===== src/rtl/assert_macros.svh =====
// assertion macros used by the equalizer top level
`ifndef ASSERT_MACROS_SVH
`define ASSERT_MACROS_SVH

// same-cycle implication, disabled while reset is asserted
`define ASSERT_SAME(name, clk_sig, rst_n_sig, ante, cons) \
	name: assert property (@(posedge clk_sig) disable iff (!rst_n_sig) (ante) |-> (cons)) \
		else $error("same-cycle property violated");

// next-cycle implication, disabled while reset is asserted
`define ASSERT_NEXT(name, clk_sig, rst_n_sig, ante, cons) \
	name: assert property (@(posedge clk_sig) disable iff (!rst_n_sig) (ante) |=> (cons)) \
		else $error("next-cycle property violated");

`endif


===== src/rtl/tbeq_pkg.sv =====
// shared types, widths and register codes of the three-band equalizer
package tbeq_pkg;

	// sample format and defaults
	localparam int SAMPLE_BITS      = 24;
	localparam int MAX_CHANNELS_DEF = 8;

	// shared multiplier widths: band operand times zero-extended 16-bit coefficient
	localparam int MUL_A_W = SAMPLE_BITS + 2;
	localparam int MUL_B_W = 17;
	localparam int PROD_W  = MUL_A_W + MUL_B_W;

	// configuration port
	localparam int CFG_IDX_W  = 3;
	localparam int CFG_DATA_W = 16;
	localparam int CNT_W      = 4;
	localparam int COEF_W     = 16;

	typedef enum logic [CFG_IDX_W-1:0] {
		REG_CHANNEL_COUNT  = 3'd0,
		REG_LOWPASS_ALPHA  = 3'd1,
		REG_HIGHPASS_ALPHA = 3'd2,
		REG_LOW_GAIN       = 3'd3,
		REG_MID_GAIN       = 3'd4,
		REG_HIGH_GAIN      = 3'd5
	} cfg_reg_t;

	localparam logic signed [SAMPLE_BITS-1:0] SAMPLE_MAX = {1'b0, {(SAMPLE_BITS-1){1'b1}}};
	localparam logic signed [SAMPLE_BITS-1:0] SAMPLE_MIN = {1'b1, {(SAMPLE_BITS-1){1'b0}}};

	// input request
	typedef struct packed {
		logic signed [SAMPLE_BITS-1:0] in_sample;
		logic                          restart_block;
	} src_t;

	// output request
	typedef struct packed {
		logic signed [SAMPLE_BITS-1:0] eq_sample;
		logic [2:0]                    out_channel;
		logic                          status;
	} eq_t;

	// per-channel filter history
	typedef struct packed {
		logic signed [SAMPLE_BITS-1:0] low;
		logic signed [SAMPLE_BITS-1:0] hp_in;
		logic signed [SAMPLE_BITS-1:0] hp_out;
	} chan_state_t;

	// update request toward the channel store
	typedef struct packed {
		logic        wr_en;
		logic        clr_all;
		chan_state_t data;
	} store_req_t;

endpackage


===== src/rtl/tbeq_mul.sv =====
// shared signed multiplier with registered product
module tbeq_mul (
	input  logic                                clk,
	input  logic                                en,
	input  logic signed [tbeq_pkg::MUL_A_W-1:0] a,
	input  logic signed [tbeq_pkg::MUL_B_W-1:0] b,
	output logic signed [tbeq_pkg::PROD_W-1:0]  prod_q
);

	// product register, held while the sequencer is not multiplying
	always_ff @(posedge clk) begin
		if (en) begin
			prod_q <= tbeq_pkg::PROD_W'(a) * tbeq_pkg::PROD_W'(b);
		end
	end

endmodule


===== src/rtl/tbeq_store.sv =====
// per-channel filter history with started flags
module tbeq_store #(
	parameter int MAX_CHANNELS = tbeq_pkg::MAX_CHANNELS_DEF
) (
	input  logic                                                clk,
	input  logic                                                arst_n,
	input  logic [(MAX_CHANNELS > 1 ? $clog2(MAX_CHANNELS) : 1)-1:0] rd_ch,
	input  logic [(MAX_CHANNELS > 1 ? $clog2(MAX_CHANNELS) : 1)-1:0] wr_ch,
	input  tbeq_pkg::store_req_t                                req,
	output logic                                                started,
	output tbeq_pkg::chan_state_t                               hist
);

	tbeq_pkg::chan_state_t  hist_q [MAX_CHANNELS];
	logic [MAX_CHANNELS-1:0] started_q;

	// started flags: restart clears all, a finished sample sets its channel
	always_ff @(posedge clk or negedge arst_n) begin
		if (!arst_n) begin
			started_q <= '0;
		end else if (req.clr_all) begin
			started_q <= '0;
		end else if (req.wr_en) begin
			started_q[wr_ch] <= 1'b1;
		end
	end

	// history values, only meaningful once the channel has started
	always_ff @(posedge clk) begin
		if (req.wr_en) begin
			hist_q[wr_ch] <= req.data;
		end
	end

	assign started = started_q[rd_ch];
	assign hist    = hist_q[rd_ch];

endmodule


===== src/rtl/three_band_equalizer.sv =====
// three-band equalizer top level: config registers, sequencer and datapath
//
// channel | signals                        | request
// --------+--------------------------------+----------------------------------
// src     | src_valid src_ready src_data   | one sample and its restart flag
// eq      | eq_valid eq_ready eq_data      | equalized sample, channel, status
// cfg     | cfg_we cfg_index cfg_wdata     | register write, no handshake
//
// from acceptance to the next ready, a sample makes five passes through
// the one shared multiplier (two filter products, three gain products) plus a
// final round and saturate step. the result sits in an output register, so a
// stalled eq side only holds the final step once the previous result is still
// unread. reset clears the channel counter, started flags and registers to their
// defaults; there is no clearing pass.

`include "assert_macros.svh"

module three_band_equalizer #(
	parameter int MAX_CHANNELS = tbeq_pkg::MAX_CHANNELS_DEF
) (
	input  logic                              clk,
	input  logic                              arst_n,
	input  logic                              src_valid,
	output logic                              src_ready,
	input  tbeq_pkg::src_t                    src_data,
	output logic                              eq_valid,
	input  logic                              eq_ready,
	output tbeq_pkg::eq_t                     eq_data,
	input  logic                              cfg_we,
	input  logic [tbeq_pkg::CFG_IDX_W-1:0]    cfg_index,
	input  logic [tbeq_pkg::CFG_DATA_W-1:0]   cfg_wdata
);

	localparam int S     = tbeq_pkg::SAMPLE_BITS;
	localparam int CH_W  = MAX_CHANNELS > 1 ? $clog2(MAX_CHANNELS) : 1;
	localparam int ACC_W = S + 21;
	localparam int PW    = tbeq_pkg::PROD_W;
	localparam int AW    = tbeq_pkg::MUL_A_W;
	localparam int BW    = tbeq_pkg::MUL_B_W;

	typedef enum logic [2:0] {
		S_IDLE,
		S_MUL_LOW,
		S_MUL_HIGH,
		S_MUL_LG,
		S_MUL_HG,
		S_MUL_MG,
		S_FIN
	} state_t;

	state_t state_q;

	// configuration registers
	logic [tbeq_pkg::CNT_W-1:0]  chan_count_q;
	logic [tbeq_pkg::COEF_W-1:0] lp_alpha_q;
	logic [tbeq_pkg::COEF_W-1:0] hp_alpha_q;
	logic [tbeq_pkg::COEF_W-1:0] low_gain_q;
	logic [tbeq_pkg::COEF_W-1:0] mid_gain_q;
	logic [tbeq_pkg::COEF_W-1:0] high_gain_q;

	// sequencer and datapath registers
	logic [CH_W-1:0]         cur_q;
	logic [CH_W-1:0]         ch_q;
	logic signed [S-1:0]     x_q;
	logic signed [S-1:0]     low_q;
	logic signed [S-1:0]     high_q;
	logic signed [AW-1:0]    hin_q;
	logic signed [AW-1:0]    mid_q;
	logic signed [ACC_W-1:0] acc_q;
	logic                    eq_valid_q;
	tbeq_pkg::eq_t           eq_q;

	// combinational values
	logic [tbeq_pkg::CNT_W-1:0] eff_cnt;
	logic [CH_W-1:0]            cur_start;
	logic [CH_W-1:0]            ch_sel;
	logic [CH_W-1:0]            ch_next;
	logic                       accept;
	logic                       slot_free;
	logic                       started;
	tbeq_pkg::chan_state_t      hist;
	tbeq_pkg::store_req_t       store_req;
	logic                       mul_en;
	logic signed [AW-1:0]       mul_a;
	logic signed [BW-1:0]       mul_b;
	logic signed [PW-1:0]       prod_q;
	logic signed [PW-1:0]       prod_rnd;
	logic signed [PW-1:0]       prod_sh;
	logic signed [ACC_W-1:0]    low_sum;
	logic signed [ACC_W-1:0]    high_ext;
	logic signed [ACC_W-1:0]    mix_sum;
	logic signed [ACC_W-1:0]    mix_sh;

	// clamp a wide value to the sample range
	function automatic logic signed [S-1:0] sat_sample(input logic signed [ACC_W-1:0] v);
		logic signed [S-1:0] r;
		if (v > ACC_W'(tbeq_pkg::SAMPLE_MAX)) begin
			r = tbeq_pkg::SAMPLE_MAX;
		end else if (v < ACC_W'(tbeq_pkg::SAMPLE_MIN)) begin
			r = tbeq_pkg::SAMPLE_MIN;
		end else begin
			r = v[S-1:0];
		end
		return r;
	endfunction

	function automatic logic out_of_range(input logic signed [ACC_W-1:0] v);
		return (v > ACC_W'(tbeq_pkg::SAMPLE_MAX)) || (v < ACC_W'(tbeq_pkg::SAMPLE_MIN));
	endfunction

	// effective channel count and channel pick
	always_comb begin
		eff_cnt = chan_count_q;
		if (chan_count_q == '0) begin
			eff_cnt = tbeq_pkg::CNT_W'(1);
		end else if (32'(chan_count_q) > MAX_CHANNELS) begin
			eff_cnt = tbeq_pkg::CNT_W'(MAX_CHANNELS);
		end
		cur_start = src_data.restart_block ? '0 : cur_q;
		ch_sel    = (32'(cur_start) >= 32'(eff_cnt)) ? '0 : cur_start;
		ch_next   = (32'(ch_q) + 32'd1 >= 32'(eff_cnt)) ? '0 : CH_W'(32'(ch_q) + 32'd1);
	end

	assign src_ready = (state_q == S_IDLE);
	assign accept    = src_valid && src_ready;
	assign slot_free = !eq_valid_q || eq_ready;
	assign eq_valid  = eq_valid_q;
	assign eq_data   = eq_q;

	// operand select for the shared multiplier
	always_comb begin
		mul_en = 1'b1;
		mul_a  = '0;
		mul_b  = '0;
		unique case (state_q)
			S_MUL_LOW: begin
				mul_a = AW'(x_q) - AW'(hist.low);
				mul_b = BW'(lp_alpha_q);
			end
			S_MUL_HIGH: begin
				mul_a = hin_q;
				mul_b = BW'(hp_alpha_q);
			end
			S_MUL_LG: begin
				mul_a = AW'(low_q);
				mul_b = BW'(low_gain_q);
			end
			S_MUL_HG: begin
				mul_a = AW'(high_q);
				mul_b = BW'(high_gain_q);
			end
			S_MUL_MG: begin
				mul_a = mid_q;
				mul_b = BW'(mid_gain_q);
			end
			default: begin
				mul_en = 1'b0;
			end
		endcase
	end

	tbeq_mul u_mul (
		.clk    (clk),
		.en     (mul_en),
		.a      (mul_a),
		.b      (mul_b),
		.prod_q (prod_q)
	);

	// filter products: round half up, then drop the 16 fraction bits
	assign prod_rnd = prod_q + PW'(32768);
	assign prod_sh  = prod_rnd >>> 16;
	assign low_sum  = ACC_W'(hist.low) + ACC_W'(prod_sh);
	assign high_ext = ACC_W'(prod_sh);

	// final mix: rounding constant already sits in the accumulator
	assign mix_sum = acc_q + ACC_W'(prod_q);
	assign mix_sh  = mix_sum >>> 12;

	// channel store requests: clear on restart, update when the sample finishes
	always_comb begin
		store_req.clr_all     = accept && src_data.restart_block;
		store_req.wr_en       = (state_q == S_FIN) && slot_free;
		store_req.data.low    = low_q;
		store_req.data.hp_in  = x_q;
		store_req.data.hp_out = high_q;
	end

	tbeq_store #(
		.MAX_CHANNELS (MAX_CHANNELS)
	) u_store (
		.clk     (clk),
		.arst_n  (arst_n),
		.rd_ch   (ch_q),
		.wr_ch   (ch_q),
		.req     (store_req),
		.started (started),
		.hist    (hist)
	);

	// configuration register writes
	always_ff @(posedge clk or negedge arst_n) begin
		if (!arst_n) begin
			chan_count_q <= tbeq_pkg::CNT_W'(1);
			lp_alpha_q   <= tbeq_pkg::COEF_W'(32768);
			hp_alpha_q   <= tbeq_pkg::COEF_W'(32768);
			low_gain_q   <= tbeq_pkg::COEF_W'(4096);
			mid_gain_q   <= tbeq_pkg::COEF_W'(4096);
			high_gain_q  <= tbeq_pkg::COEF_W'(4096);
		end else if (cfg_we) begin
			unique case (cfg_index)
				tbeq_pkg::REG_CHANNEL_COUNT:  chan_count_q <= cfg_wdata[tbeq_pkg::CNT_W-1:0];
				tbeq_pkg::REG_LOWPASS_ALPHA:  lp_alpha_q   <= cfg_wdata;
				tbeq_pkg::REG_HIGHPASS_ALPHA: hp_alpha_q   <= cfg_wdata;
				tbeq_pkg::REG_LOW_GAIN:       low_gain_q   <= cfg_wdata;
				tbeq_pkg::REG_MID_GAIN:       mid_gain_q   <= cfg_wdata;
				tbeq_pkg::REG_HIGH_GAIN:      high_gain_q  <= cfg_wdata;
				default: ;
			endcase
		end
	end

	// sequencer state, channel counter and output register
	always_ff @(posedge clk or negedge arst_n) begin
		if (!arst_n) begin
			state_q    <= S_IDLE;
			cur_q      <= '0;
			eq_valid_q <= 1'b0;
			eq_q       <= '0;
		end else begin
			// output valid: set by a finished sample, cleared once taken
			if ((state_q == S_FIN) && slot_free) begin
				eq_valid_q <= 1'b1;
			end else if (eq_valid_q && eq_ready) begin
				eq_valid_q <= 1'b0;
			end
			unique case (state_q)
				S_IDLE: begin
					if (accept) begin
						state_q <= S_MUL_LOW;
						if (src_data.restart_block) begin
							cur_q <= '0;
						end
					end
				end
				S_MUL_LOW:  state_q <= S_MUL_HIGH;
				S_MUL_HIGH: state_q <= S_MUL_LG;
				S_MUL_LG:   state_q <= S_MUL_HG;
				S_MUL_HG:   state_q <= S_MUL_MG;
				S_MUL_MG:   state_q <= S_FIN;
				S_FIN: begin
					if (slot_free) begin
						eq_q.eq_sample   <= sat_sample(mix_sh);
						eq_q.out_channel <= 3'(ch_q);
						eq_q.status      <= out_of_range(mix_sh);
						cur_q            <= ch_next;
						state_q          <= S_IDLE;
					end
				end
				default: state_q <= S_IDLE;
			endcase
		end
	end

	// datapath registers
	always_ff @(posedge clk) begin
		case (state_q)
			S_IDLE: begin
				if (accept) begin
					x_q  <= src_data.in_sample;
					ch_q <= ch_sel;
				end
			end
			S_MUL_LOW: begin
				hin_q <= AW'(hist.hp_out) + AW'(x_q) - AW'(hist.hp_in);
			end
			S_MUL_HIGH: begin
				// first sample of a channel passes straight to the low band
				low_q <= started ? sat_sample(low_sum) : x_q;
			end
			S_MUL_LG: begin
				high_q <= started ? sat_sample(high_ext) : '0;
			end
			S_MUL_HG: begin
				acc_q <= ACC_W'(prod_q) + ACC_W'(2048);
				mid_q <= AW'(x_q) - AW'(low_q) - AW'(high_q);
			end
			S_MUL_MG: begin
				acc_q <= acc_q + ACC_W'(prod_q);
			end
			default: ;
		endcase
	end

	// checks
	`ASSERT_NEXT(a_busy_after_accept, clk, arst_n, src_valid && src_ready, !src_ready)
	`ASSERT_NEXT(a_fin_delivers, clk, arst_n, (state_q == S_FIN) && slot_free, eq_valid && (state_q == S_IDLE))
	`ASSERT_SAME(a_chan_in_range, clk, arst_n, state_q == S_FIN, 32'(ch_q) < 32'(eff_cnt))
	`ASSERT_SAME(a_status_saturated, clk, arst_n, eq_valid && eq_data.status, (eq_data.eq_sample == tbeq_pkg::SAMPLE_MAX) || (eq_data.eq_sample == tbeq_pkg::SAMPLE_MIN))

endmodule

===== config.mk =====
export PLATFORM = sky130hd
export DESIGN_NAME = three_band_equalizer
export DESIGN_NICKNAME = d
export VERILOG_FILES = /design/src/rtl/tbeq_pkg.sv /design/src/rtl/tbeq_mul.sv /design/src/rtl/tbeq_store.sv /design/src/rtl/three_band_equalizer.sv
export VERILOG_INCLUDE_DIRS = /design/src /design/src/rtl
export SDC_FILE = /design/constraint.sdc
export NUM_CORES = 2
export LEC_CHECK = 0
export ABC_AREA = 1
export BUFFER_PORTS_ARGS = -buffer_cell sky130_fd_sc_hd__clkbuf_2
export CORE_ASPECT_RATIO = 0.6
export CORE_MARGIN = 8
export CORE_UTILIZATION = 55
export CTS_CLUSTER_SIZE = 40
export DETAILED_ROUTE_END_ITERATION = 16
export PLACE_DENSITY_LB_ADDON = 0.15
export SLEW_MARGIN = 20
export SYNTH_ARGS = -nofsm -noshare
export SYNTH_HDL_FRONTEND = slang
export SYNTH_HIERARCHICAL = 1
export SYNTH_SLANG_ARGS = --single-unit

===== constraint.sdc =====
create_clock -name clk -period 27 [get_ports clk]
set_input_delay 4.05 -clock clk [delete_from_list [all_inputs] [get_ports clk]]
set_output_delay 4.05 -clock clk [all_outputs]
set_load 0.05 [all_outputs]

Yosys cells after proc, flatten, opt, wreduce, memory -nomap -nowiden. Memory sizes are Yosys's and may differ from the RTL's. A register that Yosys moved wholly into a read port is not among the register bits. Cells that the tools add are included.

Flip-flop bits (word level): 342. Bits in latches: 0. Bits in writable memories: 576. ROM bits: 0. Input port bits: 49. Output and inout bits: 30. Word-level logic and storage cells: 120. Memories: 1.

Add/sub/neg operators: 10. Multiply operators: 1. Div/mod/pow operators: 0. Magnitude comparators: 11. Equal/unequal tests: 13. Shift-type cells: 0. Muxes and demuxes: 33. Bitwise gates (word level): 2. Reduce and logical (&&, ||, !) cells: 27.

Memories: u_store.hist_q (depth 8, width 72, read ports 1, clocked after Yosys merged registers in 1, wr ports 1, RTL line tbeq_store.sv:14) `tbeq_pkg::chan_state_t hist_q [MAX_CHANNELS];`.

Operator list (number): $mux 24 (6); $pmux 26 s5 (1); $pmux 45 s2 (1); $pmux 16 s5 (1); $sub 25x24->26 (2); $sub 24x24->25 (2); $add 45x43->45 (1); $add 43x13->44 const B (1); $add 43x17->43 const B (1); $mul 26x17->43 (1); $gt 33x24->1 const B (1); $lt 33x24->1 const B (1); $ge 32x4->1 (1); $add 24x27->28 (1); $gt 28x24->1 const B (1); $lt 28x24->1 const B (1); $gt 27x24->1 const B (1); $lt 27x24->1 const B (1); $add 24x24->25 (1); $mux 3 (8); $mux 23 (1); $pmux 3 s7 (1); $reduce_and 2->1 (9); $mux 8 (2); other kinds (26) (50).

Longest topological paths before layout.
Word-level depth: 7. Depth in mapped cells: 52. Depth with buffers taken out: 47.

By module. The synthesis kept the hierarchy.

By module, submodules not included: tbeq_store (instances 1, cells each 2560, area an instance 25640.8 um^2, seq. area each 17496.8 um^2); three_band_equalizer (instances 1, cells each 3020, area an instance 23276.1 um^2, seq. area each 8150.3 um^2); tbeq_mul (instances 1, cells each 2395, area an instance 18387.6 um^2, seq. area each 1291.2 um^2).

Least setup slack after synthesis. Ideal clock, no wire load.

Path kind: register to register. Start point: register ch_q[0] (netlist name). End point: register u_mul/prod_q[41] in the netlist's numbering, data pin. Setup time: 0.253 ns. Data arrival time: 8.266 ns. Data required time: 26.747 ns. Slack: 18.481 ns. Stages on the path, launching flop included: 44. Buffers on the path: 5. Period minus slack after synthesis: 8.519 ns. Path through: edfxtp_1 > buf_6 > buf_6 > buf_2 > nand2_1 > nand3_1 > nand2_1 > nand2_1 > nand2_1 > inv_1 > fa_1 > nand2_1 > nand2_1 > nand2_1 > nand2_1 > nand2_1 > nand2_1 > a21oi_1 > [... 8 more ...] > nand2_1 > fa_1 > inv_1 > fa_1 > fa_1 > fa_1 > fa_1 > inv_1 > fa_1 > inv_1 > ha_1 > inv_1 > nor3_1 > nand2_1 > nor2_1 > nand3_1 > nand4_1 > nand2_1.

RTL lines: end signal: assignment (RTL line tbeq_mul.sv:13) `prod_q <= tbeq_pkg::PROD_W'(a) * tbeq_pkg::PROD_W'(b);`; end: declaration (RTL line tbeq_mul.sv:7) `output logic signed [tbeq_pkg::PROD_W-1:0] prod_q`.

==> impl_metrics.env <==
export IMPL_setup_worst_path_start_class="flip-flop"
export IMPL_numCtsBuffers=89
export IMPL_max_cap_viol_count=0
export IMPL_synth_async_reset_ratio=0.1383
export IMPL_ys_flop_type="edfxtp_1"
export IMPL_layout_commonest_cell="nand2_1"
export IMPL_cts_root_buf="clkbuf_16"
export IMPL_wl_per_cell_microns=21.13
export IMPL_pre_cts_ws_ns=15.29
export IMPL_ys_seq_area_frac=0.4002
export IMPL_n_antenna_cell=0
export IMPL_via_count=52470
export IMPL_path_buf_inv=9
export IMPL_synth_fp_nets=8773
export IMPL_fin_crit_ns=11.93
export IMPL_criticalPathCategory="flip-flop to flip-flop"
export IMPL_dieArea_sq_um=134200
export IMPL_period_share=0.4419
export IMPL_ctsHoldBuffers=0
export IMPL_nets=8763
export IMPL_layout_common_cells="nand2_1, inv_1, edfxtp_1"
export IMPL_post_cts_buffers=0
export IMPL_setup_violations=0
export IMPL_grt_max_degree=176
export IMPL_insertion_delay_ns=0.73
export IMPL_cpLargestDelayFamily="adder cells"
export IMPL_max_slew_worst_pin_slew_ns=1.102
export IMPL_cts_buffer_depth=3
export IMPL_area_delta_synth_final_pct=7.085
export IMPL_clock_sinks=918
export IMPL_grt_pass1_vias=50990
export IMPL_max_freq_ghz=0.08381
export IMPL_slowest_stage="fa_1"
export IMPL_dpl_hpwl_microns=144800
export IMPL_initial_core_util=0.5539
export IMPL_yosysUniqueCellTypes=62
export IMPL_critPathMaxFanout=64
export IMPL_syn_area_per_cell_sq_um=8.439
export IMPL_setup_slack_ns=15.07
export IMPL_slew_violations=0
export IMPL_cts_resized=0
export IMPL_netlist_instances=7975
export IMPL_ys_warn_count=6
export IMPL_io_pins=79
export IMPL_numPortBuffers=78
export IMPL_status="finished, final reports clean"
export IMPL_rows=99
export IMPL_drt_iter0_drc=5987
export IMPL_timing_setup_tns_ns=0
export IMPL_skew_ns=0.03733
export IMPL_rsz0062_at_grt="no"
export IMPL_viasPerCell=5.435
export IMPL_cp_required_ns=27.49
export IMPL_ant_nets=0
export IMPL_drt_first_pass_iters=6
export IMPL_ys_ff_latch=918
export IMPL_grt_antenna_before_repair=7
export IMPL_cpPeakStageDelay_ns=1.05
export IMPL_synth_edf_count=791
export IMPL_path_clk_slew_ns=0.07
export IMPL_final_core_utilization=0.5931
export IMPL_fill_cells=10780
export IMPL_worstHoldStart="mid_gain_q[5]"
export IMPL_cp_end_kind="flip-flop"
export IMPL_chipWidth_microns=467.6
export IMPL_grt_pass1_wl_microns=311900
export IMPL_slew_headroom=0.2652
export IMPL_gr_total_overflow=0
export IMPL_hold_viol=0
export IMPL_drive_gt1_frac=0.05947
export IMPL_track_usage=0.3031
export IMPL_hold_class="flip-flop to flip-flop"
export IMPL_worstPathArrival_ns=12.42
export IMPL_drcViolationCount=0
export IMPL_die_height_microns=287.0
export IMPL_synth_cell_area_sq_um=67300
export IMPL_core_area_sq_um=121500
export IMPL_worstSetupStartpoint="ch_q[1]"
export IMPL_gp_congestion=0.9794
export IMPL_h_tree_depth=3
export IMPL_wl_microns=204000
export IMPL_tritoncts="built"
export IMPL_r2r_start="ch_q[1]"
metal layers:
metal	global-route usage	share of wire
met2	0.4125	0.39
met1	0.4793	0.47
met4	0.05211	0.017
met3	0.08976	0.13
met5	0	0.00019
stage by stage:
| step | instances | area [sq um] | hold WS [ns] |
|---|---|---|---|
| after floorplan | 7975 | 67300 | 0.4534 |
| after CTS | 9654 | 72060 | 0.4895 |
| final | 9654 | 72070 | 0.4865 |
| after global routing | 9654 | 72070 | 0.5084 |
| after detailed placement | 9490 | 69150 | 0.4730 |
| after global placement | 9490 | 69140 | 0.4663 |
flip-flops by register name (all words and copies together), names as in the netlist:
name               count
hp_alpha_q            16
cur_q                  3
high_gain_q           16
low_gain_q            16
eq_data               28
eq_valid               1
high_q                24
u_store/started_q      8
state_q                3
u_mul/prod_q          43
low_q                 24
chan_count_q           4
mid_q                 26
u_store/hist_q       576
hin_q                 26
mid_gain_q            16
ch_q                   3
lp_alpha_q            16
acc_q                 45
x_q                   24
worst paths after layout:
| kind | to | slack, ns | cells past startpoint |
|---|---|---|---|
| worst max-delay path | u_mul/prod_q[41] | 15.07 | 35 |
| worst max register to register | u_mul/prod_q[41] | 15.07 | 35 |
| worst min-delay path | mid_gain_q[5] | 0.49 | 2 |
| min in group asynchronous | eq_data[13] | 3.35 | 1 |
| worst min register to register | mid_gain_q[5] | 0.49 | 2 |
| max in group asynchronous | high_gain_q[4] | 22.21 | 2 |
logic make-up after synthesis:
logic type,synth area share
AO/OA/AOI/OAI,0.05226
XOR/XNOR,0.02275
adder cells (fa/ha/maj),0.1930
buffers and inverters,0.1227
flip-flops,0.4002
multiplexers,0.0001487
other,0.00005572
AND/OR/NAND/NOR,0.2088
synthesized netlist by cell type, drive strengths merged, types with 63 or more instances:
| cell type | n | area share |
|---|---|---|
| inv | 1813 | 0.10 |
| fa | 482 | 0.14 |
| dfrtp | 121 | 0.045 |
| xnor2 | 63 | 0.0083 |
| nor2 | 367 | 0.022 |
| nand2 | 2455 | 0.14 |
| nand3 | 475 | 0.036 |
| a21oi | 254 | 0.020 |
| clkbuf | 152 | 0.0085 |
| o21ai | 231 | 0.017 |
| xor2 | 111 | 0.014 |
| buf | 125 | 0.013 |
| edfxtp | 791 | 0.35 |
| ha | 267 | 0.050 |
worst min-delay path: cells and delay by family, from the launching register on:
family / cells / cell delay, ns
flip-flops: 1 / 0.34
AND/OR/NAND/NOR: 1 / 0.05
AO/OA/AOI/OAI: 1 / 0.06
area by class of cell:
| cell class | count | area (sq um) | area share |
|---|---|---|---|
| multi-input cells | 4966 | 32200 | 0.4468 |
| clock inverters | 38 | 391.6 | 0.005434 |
| inverters | 1814 | 6840 | 0.09491 |
| well taps | 1616 | 2022 | 0.02805 |
| flip-flops and latches | 918 | 26940 | 0.3738 |
| repair buffers | 176 | 1157 | 0.01606 |
| clock buffers | 126 | 2522 | 0.03500 |
Power is not shown: default switching activity piles up to over one toggle a cycle in this logic, so the estimate is an artifact.
